File: config.mk
export PLATFORM = sky130hd
export DESIGN_NAME = pid_integral_separation
export DESIGN_NICKNAME = d
export VERILOG_FILES = /design/src/hdl/pidis_pkg.sv /design/src/hdl/pidis_front.sv /design/src/hdl/pidis_queue.sv /design/src/hdl/pidis_back.sv /design/src/hdl/pid_integral_separation.sv
export SDC_FILE = /design/constraint.sdc
export NUM_CORES = 2
export LEC_CHECK = 0
export ABC_CLOCK_PERIOD_IN_PS = 10820
export BUFFER_PORTS_ARGS = -buffer_cell sky130_fd_sc_hd__buf_2
export CAP_MARGIN = 20
export CORE_UTILIZATION = 40
export DETAILED_ROUTE_END_ITERATION = 8
export SLEW_MARGIN = 0
export SYNTH_ARGS = -nofsm -noshare
export SYNTH_HDL_FRONTEND = slang
export SYNTH_SLANG_ARGS = --single-unit
File: constraint.sdc
create_clock -name clk -period 10.82 [get_ports clk]
set_clock_uncertainty 0.15 [all_clocks]
set_input_delay 1.082 -clock clk [delete_from_list [all_inputs] [get_ports clk]]
set_output_delay 1.082 -clock clk [all_outputs]
set_load 0.01 [all_outputs]
File: src/hdl/pidis_pkg.sv
// Shared types and constants for the integral-separation PID block.
`timescale 1ns / 1ps
`default_nettype none
package pidis_pkg;

	localparam int GAIN_W   = 16;
	localparam int IBOUND_W = 31;
	localparam int OBOUND_W = 23;
	localparam int THRESH_W = 23;
	localparam int INTEG_W  = 32;
	localparam int CFG_W    = 31;
	localparam int CFG_IDX_W = 3;

	localparam logic [THRESH_W-1:0] SEP_THRESH_RESET = 23'd2560;

	typedef enum logic [CFG_IDX_W-1:0] {
		REG_GAIN_P     = 3'd0,
		REG_GAIN_I     = 3'd1,
		REG_GAIN_D     = 3'd2,
		REG_INTEG_BND  = 3'd3,
		REG_OUT_BND    = 3'd4,
		REG_SEP_THRESH = 3'd5
	} cfg_reg_t;

	typedef struct packed {
		logic signed [GAIN_W-1:0] gain_p;
		logic signed [GAIN_W-1:0] gain_i;
		logic signed [GAIN_W-1:0] gain_d;
		logic [IBOUND_W-1:0]      integral_bound;
		logic [OBOUND_W-1:0]      output_bound;
		logic [THRESH_W-1:0]      separation_threshold;
	} cfg_t;

	// handshake between a producer and the queue
	typedef struct packed {
		logic push;
		logic full;
	} q_ctl_t;

endpackage
`default_nettype wire

File: src/hdl/pidis_front.sv
// Front end: takes error words, runs integral separation and clamping, keeps loop state.
`timescale 1ns / 1ps
`default_nettype none
module pidis_front
	import pidis_pkg::*;
#(
	parameter int ERROR_WIDTH = 24,
	localparam int ENT_W = ERROR_WIDTH + (ERROR_WIDTH + 1) + INTEG_W
) (
	input  wire                          clk,
	input  wire                          arst_n,
	input  cfg_t                         cfg,
	input  wire                          in_valid,
	output logic                         in_ready,
	input  wire signed [ERROR_WIDTH-1:0] error_in,
	input  wire                          clear,
	output q_ctl_t                       q_ctl_unused_full_in_dummy,
	input  wire                          q_full,
	output logic [ENT_W-1:0]             q_data
);

	localparam int EW   = ERROR_WIDTH;
	localparam int AW   = INTEG_W + 1;
	localparam int CMPW = ((EW + 1) > THRESH_W ? (EW + 1) : THRESH_W) + 1;

	logic signed [INTEG_W-1:0] integral_q;
	logic signed [EW-1:0]      last_error_q;

	logic              accept;
	logic [EW:0]       mag;
	logic              below;
	logic signed [AW-1:0] sum_a, integ_pre, bnd_pos, bnd_neg, integ_cl;
	logic signed [EW:0]   diff;
	logic signed [EW-1:0] e_w;
	logic signed [INTEG_W-1:0] integ_w;
	logic signed [EW:0]   diff_w;

	assign in_ready = !q_full;
	assign accept   = in_valid && !q_full;

	always_comb begin
		mag = error_in[EW-1] ? -{error_in[EW-1], error_in} : {error_in[EW-1], error_in};
		below = {{(CMPW-EW-1){1'b0}}, mag} < {{(CMPW-THRESH_W){1'b0}}, cfg.separation_threshold};
		sum_a = AW'(integral_q) + AW'(error_in);
		integ_pre = below ? sum_a : '0;
		bnd_pos = $signed({{(AW-IBOUND_W){1'b0}}, cfg.integral_bound});
		bnd_neg = -bnd_pos;
		if (integ_pre > bnd_pos) begin
			integ_cl = bnd_pos;
		end else if (integ_pre < bnd_neg) begin
			integ_cl = bnd_neg;
		end else begin
			integ_cl = integ_pre;
		end
		diff = (EW + 1)'(error_in) - (EW + 1)'(last_error_q);
		// a cleared word goes down as all zeros, which gives drive 0, not saturated
		if (clear) begin
			e_w     = '0;
			integ_w = '0;
			diff_w  = '0;
		end else begin
			e_w     = error_in;
			integ_w = integ_cl[INTEG_W-1:0];
			diff_w  = diff;
		end
	end

	assign q_data = {integ_w, diff_w, e_w};
	assign q_ctl_unused_full_in_dummy.push = accept;
	assign q_ctl_unused_full_in_dummy.full = q_full;

	always_ff @(posedge clk or negedge arst_n) begin
		if (!arst_n) begin
			integral_q   <= '0;
			last_error_q <= '0;
		end else if (accept) begin
			integral_q   <= integ_w;
			last_error_q <= e_w;
		end
	end

endmodule
`default_nettype wire

File: src/hdl/pidis_queue.sv
// Two-entry queue between the front end and the multiply pipeline.
`timescale 1ns / 1ps
`default_nettype none
module pidis_queue
	import pidis_pkg::*;
#(
	parameter int WIDTH = 8
) (
	input  wire              clk,
	input  wire              arst_n,
	input  q_ctl_t           wr_ctl,
	output logic             full,
	input  wire [WIDTH-1:0]  wr_data,
	output logic             rd_valid,
	input  wire              rd_pop,
	output logic [WIDTH-1:0] rd_data
);

	logic [WIDTH-1:0] mem [2];
	logic       wr_ptr_q, rd_ptr_q;
	logic [1:0] count_q;
	logic       push, pop;

	assign push     = wr_ctl.push && !wr_ctl.full;
	assign pop      = rd_pop && (count_q != 2'd0);
	assign full     = count_q[1];
	assign rd_valid = count_q != 2'd0;
	assign rd_data  = mem[rd_ptr_q];

	always_ff @(posedge clk) begin
		if (push) begin
			mem[wr_ptr_q] <= wr_data;
		end
	end

	always_ff @(posedge clk or negedge arst_n) begin
		if (!arst_n) begin
			wr_ptr_q <= 1'b0;
			rd_ptr_q <= 1'b0;
			count_q  <= 2'd0;
		end else begin
			if (push) wr_ptr_q <= !wr_ptr_q;
			if (pop) rd_ptr_q <= !rd_ptr_q;
			if (push && !pop) begin
				count_q <= count_q + 2'd1;
			end else if (pop && !push) begin
				count_q <= count_q - 2'd1;
			end
		end
	end

endmodule
`default_nettype wire

File: src/hdl/pidis_back.sv
// Back end: gain products, term sum and output clamp, with an output register.
`timescale 1ns / 1ps
`default_nettype none
module pidis_back
	import pidis_pkg::*;
#(
	parameter int ERROR_WIDTH = 24,
	parameter int FRAC_BITS   = 8,
	localparam int ENT_W = ERROR_WIDTH + (ERROR_WIDTH + 1) + INTEG_W
) (
	input  wire                    clk,
	input  wire                    arst_n,
	input  cfg_t                   cfg,
	input  wire                    in_valid,
	output logic                   in_pop,
	input  wire [ENT_W-1:0]        in_data,
	output logic                   out_valid,
	input  wire                    out_ready,
	output logic [ERROR_WIDTH-1:0] drive,
	output logic                   saturated
);

	localparam int EW = ERROR_WIDTH;
	localparam int PW = (GAIN_W + EW + 1 > GAIN_W + INTEG_W) ? (GAIN_W + EW + 1)
	                                                          : (GAIN_W + INTEG_W);
	localparam int SW = PW + 2;

	logic signed [EW-1:0]      e;
	logic signed [EW:0]        diff;
	logic signed [INTEG_W-1:0] integ;

	logic signed [GAIN_W+EW-1:0]      mp;
	logic signed [GAIN_W+EW:0]        md;
	logic signed [GAIN_W+INTEG_W-1:0] mi;

	logic                 valid_s1, valid_s2, out_valid_q;
	logic signed [PW-1:0] prod_p_s1, prod_i_s1, prod_d_s1;
	logic signed [SW-1:0] sum_s2;
	logic [EW-1:0]        drive_q;
	logic                 sat_q;

	logic ready_out, ready_s2, ready_s1;
	logic signed [SW-1:0] bnd_pos, bnd_neg, clamped;
	logic                 clip;

	assign {integ, diff, e} = in_data;

	assign mp = cfg.gain_p * e;
	assign mi = cfg.gain_i * integ;
	assign md = cfg.gain_d * diff;

	// each stage moves when the one after it is empty or moving
	assign ready_out = !out_valid_q || out_ready;
	assign ready_s2  = !valid_s2 || ready_out;
	assign ready_s1  = !valid_s1 || ready_s2;
	assign in_pop    = in_valid && ready_s1;

	always_comb begin
		bnd_pos = $signed({{(SW-OBOUND_W){1'b0}}, cfg.output_bound});
		bnd_neg = -bnd_pos;
		if (sum_s2 > bnd_pos) begin
			clamped = bnd_pos;
			clip    = 1'b1;
		end else if (sum_s2 < bnd_neg) begin
			clamped = bnd_neg;
			clip    = 1'b1;
		end else begin
			clamped = sum_s2;
			clip    = 1'b0;
		end
	end

	always_ff @(posedge clk) begin
		if (ready_s1) begin
			prod_p_s1 <= PW'(mp);
			prod_i_s1 <= PW'(mi);
			prod_d_s1 <= PW'(md);
		end
		if (ready_s2) begin
			sum_s2 <= SW'(prod_p_s1 >>> FRAC_BITS) + SW'(prod_i_s1 >>> FRAC_BITS)
			        + SW'(prod_d_s1 >>> FRAC_BITS);
		end
		if (ready_out) begin
			drive_q <= clamped[EW-1:0];
			sat_q   <= clip;
		end
	end

	always_ff @(posedge clk or negedge arst_n) begin
		if (!arst_n) begin
			valid_s1    <= 1'b0;
			valid_s2    <= 1'b0;
			out_valid_q <= 1'b0;
		end else begin
			if (ready_s1) valid_s1 <= in_valid;
			if (ready_s2) valid_s2 <= valid_s1;
			if (ready_out) out_valid_q <= valid_s2;
		end
	end

	assign out_valid = out_valid_q;
	assign drive     = drive_q;
	assign saturated = sat_q;

endmodule
`default_nettype wire

File: src/hdl/pid_integral_separation.sv
// Top level: config registers, front end, queue and PID back end.
// An accepted word is written to the queue, then registered as products, sum and clamped output.
// Throughput: one word per cycle while m_axis_tready holds; the integral and last-error update
// in the front end is registered on accept, and the back end is a three-register pipeline.
// Reset (arst_n low, asynchronous): state, queue and pipeline emptied, gains and bounds
// cleared, separation threshold set to 2560 (10.0 if error words carry 8 fraction bits).
`timescale 1ns / 1ps
`default_nettype none
module pid_integral_separation
	import pidis_pkg::*;
#(
	parameter int ERROR_WIDTH = 24,
	parameter int FRAC_BITS   = 8,
	localparam int TDW = ((ERROR_WIDTH + 7) / 8) * 8
) (
	input  wire                 clk,
	input  wire                 arst_n,
	input  wire                 cfg_we,
	input  wire [CFG_IDX_W-1:0] cfg_index,
	input  wire [CFG_W-1:0]     cfg_data,
	input  wire                 s_axis_tvalid,
	output logic                s_axis_tready,
	input  wire [TDW-1:0]       s_axis_tdata,  // error_in
	input  wire                 s_axis_tuser,  // clear
	output logic                m_axis_tvalid,
	input  wire                 m_axis_tready,
	output logic [TDW-1:0]      m_axis_tdata,  // drive
	output logic                m_axis_tuser   // saturated
);

	localparam int EW    = ERROR_WIDTH;
	localparam int ENT_W = EW + (EW + 1) + INTEG_W;

	cfg_t             cfg_q;
	q_ctl_t           q_ctl;
	logic             q_full, q_valid, q_pop;
	logic [ENT_W-1:0] q_wdata, q_rdata;
	logic [EW-1:0]    drive;

	always_ff @(posedge clk or negedge arst_n) begin
		if (!arst_n) begin
			cfg_q.gain_p               <= '0;
			cfg_q.gain_i               <= '0;
			cfg_q.gain_d               <= '0;
			cfg_q.integral_bound       <= '0;
			cfg_q.output_bound         <= '0;
			cfg_q.separation_threshold <= SEP_THRESH_RESET;
		end else if (cfg_we) begin
			unique case (cfg_index)
				REG_GAIN_P:     cfg_q.gain_p <= cfg_data[GAIN_W-1:0];
				REG_GAIN_I:     cfg_q.gain_i <= cfg_data[GAIN_W-1:0];
				REG_GAIN_D:     cfg_q.gain_d <= cfg_data[GAIN_W-1:0];
				REG_INTEG_BND:  cfg_q.integral_bound <= cfg_data[IBOUND_W-1:0];
				REG_OUT_BND:    cfg_q.output_bound <= cfg_data[OBOUND_W-1:0];
				REG_SEP_THRESH: cfg_q.separation_threshold <= cfg_data[THRESH_W-1:0];
				default: ;
			endcase
		end
	end

	pidis_front #(.ERROR_WIDTH(EW)) u_front (
		.clk                       (clk),
		.arst_n                    (arst_n),
		.cfg                       (cfg_q),
		.in_valid                  (s_axis_tvalid),
		.in_ready                  (s_axis_tready),
		.error_in                  (s_axis_tdata[EW-1:0]),
		.clear                     (s_axis_tuser),
		.q_ctl_unused_full_in_dummy(q_ctl),
		.q_full                    (q_full),
		.q_data                    (q_wdata)
	);

	pidis_queue #(.WIDTH(ENT_W)) u_queue (
		.clk     (clk),
		.arst_n  (arst_n),
		.wr_ctl  (q_ctl),
		.full    (q_full),
		.wr_data (q_wdata),
		.rd_valid(q_valid),
		.rd_pop  (q_pop),
		.rd_data (q_rdata)
	);

	pidis_back #(.ERROR_WIDTH(EW), .FRAC_BITS(FRAC_BITS)) u_back (
		.clk      (clk),
		.arst_n   (arst_n),
		.cfg      (cfg_q),
		.in_valid (q_valid),
		.in_pop   (q_pop),
		.in_data  (q_rdata),
		.out_valid(m_axis_tvalid),
		.out_ready(m_axis_tready),
		.drive    (drive),
		.saturated(m_axis_tuser)
	);

	assign m_axis_tdata = TDW'(drive);

endmodule
`default_nettype wire

==> Word level (Yosys, flattened, before mapping) <==
Memories as Yosys holds them, arrays and structs flattened.
Cells that the tools add are included.
{ "op_classes": {"addsub": 9, "mul": 3, "n_lt_le_gt_ge": 5, "n_eq_ne": 5, "n_mux": 14, "reduce_logical": 26} }
{ "op_table": {"columns": ["op", "n"], "rows": [
  ["$mux 32", 3],
  ["$lt 42x50->1", 1],
  ["$mux 25", 2],
  ["$neg 23->50", 1],
  ["$mul 16x32->48", 1],
  ["$mux 24", 2],
  ["$add 41x33->42", 1],
  ["$gt 42x24->1", 1],
  ["$add 32x40->41", 1],
  ["$mul 16x25->41", 1],
  ["$mul 16x24->40", 1],
  ["$add 32x24->33", 1],
  ["$gt 33x32->1", 1],
  ["$lt 33x33->1", 1],
  ["$mux 33", 1],
  ["$neg 31->33", 1],
  ["$lt 25x23->1", 1],
  ["$neg 25->25", 1],
  ["$sub 24x24->25", 1],
  ["$mux 23", 1],
  ["$reduce_and 2->1", 6],
  ["$logic_not 1->1", 8],
  ["$eq 3x2->1 const B", 2],
  ["$eq 3x3->1 const B", 2],
  ["9 further kinds", 20]
]} }
{ "totals": {"reg_bits": 384, "mem_bits_rw": 162, "input_bits": 64, "out_inout_bits": 27, "elab_cells": 84, "memories": 1} }
{ "memory_table": {"columns": ["memory", "depth", "word_bits", "rd", "rd_clocked_by_memory_dff", "wr", "line_no", "rtl"], "rows": [
  ["u_queue.mem", 2, 81, 1, 0, 1, "pidis_queue.sv:19", "logic [WIDTH-1:0] mem [2];"]
]} }

==> Longest topological paths before layout <==
{ "logic_depth": {"ltp_word": 9, "ltp_mapped": 35} }

==> Modules after synthesis <==
A second synthesis with hierarchy kept.
{ "unflattened": {"cells_unflattened": 7783, "area_unflattened_um2": 76339.5} }
{ "by_module_without_submodules": {"columns": ["module", "n_inst", "cells_each", "area_per_inst_um2"], "rows": [
  ["pidis_back", 1, 5944, 55493.2],
  ["pidis_front", 1, 1301, 9684.3],
  ["pidis_queue", 1, 269, 6434.9],
  ["pid_integral_separation", 1, 269, 4727.0]
]} }

==> Worst setup path after synthesis <==
Ideal clock, no wire load.
{ "synth_path": {"path_type": "register -> register", "start": "reg u_queue.rd_ptr_q", "end": "reg u_back.prod_i_s1[34], data pin", "t_arrival_ps": 7487, "slack_ps": 2926, "path_stages_with_launch": 31, "path_buffers": 4, "period_less_slack_ps": 7894, "path_cell_list": "dfrtp_1 > buf_6 > clkbuf_1 > clkbuf_1 > mux2_2 > clkbuf_1 > nand2_1 > fa_1 > inv_1 > fa_1 > inv_1 > fa_1 > inv_1 > fa_1 > fa_1 > inv_1 > fa_1 > inv_1 > ha_1 > a21o_1 > a21o_1 > a21oi_1 > o21bai_1 > a21o_1 > a21o_1 > a211o_4 > a221oi_4 > o31ai_2 > a311o_1 > a21oi_2 > xnor2_1"} }
{ "synth_via": {"elab_chain_cells": 2} }
{ "synth_rtl": {"columns": ["item", "line_no", "rtl"], "rows": [
  ["start: declaration", "pidis_queue.sv:20", "logic wr_ptr_q, rd_ptr_q;"],
  ["start signal: assignment", "pidis_queue.sv:43", "if (pop) rd_ptr_q <= !rd_ptr_q;"],
  ["$mem_v2 2x81", null, null],
  ["$mul 16x32->48", "pidis_back.sv:49", "assign mi = cfg.gain_i * integ;"],
  ["net u_back.mi[34]", "pidis_back.sv:34", "logic signed [GAIN_W+INTEG_W-1:0] mi;"],
  ["end signal: assignment", "pidis_back.sv:76", "prod_i_s1 <= PW'(mi);"],
  ["end: declaration", "pidis_back.sv:37", "logic signed [PW-1:0] prod_p_s1, prod_i_s1, prod_d_s1;"]
]} }
The timed path passes the listed nets, and every way through them passes these cells.
A chain may end at the register's enable or synchronous reset.

==> Final worst setup path <==
{ "layout_path": {"start": "reg u_queue.rd_ptr_q", "end": "reg u_back.prod_i_s1[47], data pin"} }
Same word-level chain as after synthesis.

==> metrics.md <==
| Metric | Value |
|---|---|
| Post-DP HPWL | 163 mm |
| Setup CP Type | reg2reg |
| Layout cell share with drive strength beyond 1 | 7.01% |
| Core Region | 184000 um^2 |
| DIE WIDTH | 433 um |
| 1st-iter DRT viols | 3215 |
| Final Wtd Congestion | 0.916 |
| CTS tree | built |
| Critical Path Max Stage Delay | 0.87 ns |
| DRT Pass-1 Iters | 5 |
| PortBufs | 90 |
| Latest clock arrival within the worst-skew pair | 0.68 ns |
| Pins over their slew limit | 0 |
| Final Routed Wirelength | 208 mm |
| Ys Warns | 0 |
| Post-Synthesis Cells | 7644 |
| Area growth syn-to-layout | 6.97% |
| HP Class | in2async |
| First-pass GRT wire length | 329 mm |
| Io pins | 91 |
| Max clock buf depth | 3 |
| Crit end category | flop |
| Clock Sinks | 522 |
| Htree depth | 2 |
| CTS Root Cell | clkbuf_16 |
| Initial antenna violation count | 27 |
| Reg clk slew, reported paths | 0.06 ns |
| Gr ovfl total | 0 |
| CP required | 11.09 ns |
| Synth unique cells | 83 |
| Largest net degree at the start of global routing | 78 |
| Worst-path fanout max | 40 |
| Netlist Area Pre-Place | 74400 um^2 |
| DRC viols | 0 |
| Global-route usage over all layers | 22.9% |
| Hold_buf cts | 0 |
| Initial Utilization | 40.5% |
| Hold Vio Cnt, Final | 0 |
| Crit path DAT | 9.20 ns |
| CTS buffer count | 58 |
| Fillers | 17800 |
| Detailed-route via count | 52200 |
| Mapped Avg Cell Area | 9.74 um^2 |
| Post-CTS Setup Bufs | 0 |
| Final #Nets | 9484 |
| Post-synthesis net count | 9556 |
| DP Worst Slack | 1.94 ns |
| Achievable clock frequency | 112 MHz |
| Buf/Inv on CP | 6 |
| Minimum clock period | 8.94 ns |
| Routed WL per cell | 20.6 um |
| CP top delay family | adder cells |
| Final Setup Violations | 0 |
| Max Cap Viol | 0 |
| # rows | 157 |
| Crit path launch type | flop |
| Period utilisation layout | 82.6% |
| RSZ-0062 raised after global routing | false |
| Setup TNS after final layout | 0 ns |
| Util after Layout | 43.3% |
| Die area | 188000 um^2 |
| CP max-delay cell | dfrtp_4 |
| Worst slew pin tran | 1.05 ns |
| # resized after CTS | 0 |
| Vias per inst | 5.18 |
| Synth Flop Type | edfxtp_1 |
| Vias in the first global route | 56900 |
| Status | finished clean |
| Die Span Y | 433 um |
| Multi-input logic area | 52500 um^2 |
| Antenna Violating Nets Remaining | 0 |
| Setup WS post-layout | 1.88 ns |
| Reg area | 14700 um^2 |
| Max-slew headroom | 30.3% |
| Most Frequent Cell on Critical Path | fa_1 |
| Register area share after synthesis | 19.8% |
| Post-synthesis register bit count | 522 |
| Share of synthesized flip-flops with an asynchronous set or reset | 36.0% |
| Post-synth EDFFs | 334 |
==> state kept, by name, indices dropped and copies added, names as in the netlist, 2 cells and up <==
signal                cells
u_back.prod_i_s1         40
cfg_q                   125
u_queue.count_q           2
u_front.integral_q       32
u_back.sum_s2            42
u_back.prod_p_s1         32
u_back.drive             24
u_queue.mem             162
u_back.prod_d_s1         33
u_front.last_error_q     24
==> cells in the final DEF (no fill, tap or decap), types with 166 or more instances in the layout <==
master / n
inv_1: 1640
fa_1: 1288
nand2_1: 966
ha_1: 560
and2_1: 404
edfxtp_1: 334
nor2_1: 304
mux2_2: 212
xnor2_1: 212
o21ai_0: 186
dfrtp_1: 185
a21oi_1: 166
==> routing by layer <==
| metal | global-route usage (%) | part of all wire (%) | vias up |
|---|---|---|---|
| met4 | 9.20 | 4.8 | 6 |
| li1 | - | - | 23500 |
| met1 | 29.4 | 41 | 26900 |
| met2 | 38.9 | 48 | 1466 |
| met5 | 0 | 0.021 | - |
| met3 | 3.29 | 6.1 | 372 |
==> metrics by stage <==
| step | instance area, um^2 | hold WS (ns) | instances |
|---|---|---|---|
| 2_1_floorplan | 74400 | 0.286 | 7644 |
| 3_5_place_dp | 77400 | 0.329 | 9971 |
| 4_1_cts | 79500 | 0.300 | 10100 |
| 5_1_grt | 79600 | 0.347 | 10100 |
| 3_3_place_gp | 77400 | 0.317 | 9971 |
| 6_report | 79600 | 0.307 | 10100 |
==> Yosys cell counts (all sizes together) (7+ instances only) <==
library cell / count / area share [%]
a211oi: 23 / 0.24
a21boi: 10 / 0.10
a21o: 121 / 1.2
a21oi: 168 / 1.1
a221oi: 7 / 0.11
a22oi: 10 / 0.10
a31oi: 21 / 0.18
and2: 405 / 3.4
and3: 19 / 0.16
buf: 18 / 0.11
clkbuf: 269 / 1.4
dfrtp: 186 / 6.3
edfxtp: 334 / 13
fa: 1288 / 35
ha: 560 / 9.4
inv: 1641 / 8.3
mux2: 213 / 3.2
mux2i: 25 / 0.34
nand2: 967 / 4.9
nand2b: 48 / 0.40
nand3: 55 / 0.37
nand4: 52 / 0.44
nor2: 307 / 1.5
nor2b: 88 / 0.74
nor3: 77 / 0.52
nor4: 20 / 0.18
o211ai: 18 / 0.18
o21a: 45 / 0.45
o21ai: 187 / 1.3
o21bai: 19 / 0.21
o2bb2ai: 17 / 0.20
o31ai: 23 / 0.24
o41ai: 7 / 0.082
or2: 31 / 0.26
or3: 22 / 0.18
xnor2: 212 / 2.5
xor2: 45 / 0.53
==> worst paths after layout <==
check                                       start                      to  slack [ns]  cells past startpoint
min reg2reg                u_front.integral_q[11]  u_front.integral_q[11]        0.34                      2
max                              u_queue.rd_ptr_q    u_back.prod_i_s1[47]        1.88                     26
min in group clk           u_front.integral_q[11]  u_front.integral_q[11]        0.34                      2
max reg2reg                      u_queue.rd_ptr_q    u_back.prod_i_s1[47]        1.88                     26
max in group asynchronous                  arst_n              cfg_q[115]        8.07                      3
min                                        arst_n      u_queue.count_q[0]        0.31                      1
==> kinds of logic (layout without fill, tap and decap cells) <==
kind of cell    Yosys count  count (layout)  synth area share, %
simple gates           2122            2122                 13.4
flops                   522             522                 19.8
compound gates          728             728                 6.37
mux                     238             238                 3.56
xor+xnor                257             257                 3.02
fa+ha+maj              1848            1848                 44.1
other cells               0               1                    0
buf+inv                1929            1907                 9.75
==> final cells by class <==
cell class                 instances  area share (%)
tap                             2464            3.87
multi-input combinational       5193            66.0
sequential                       522            18.5
antenna                            1         0.00314
timing repair buffer             155            1.32
clock inverter                    34           0.470
clock buffer                      76            2.13
inverter                        1642            7.74
Power is left out: the tool's default activity adds up to more than one toggle a clock period on the data nets, which glitch-free logic cannot reach.
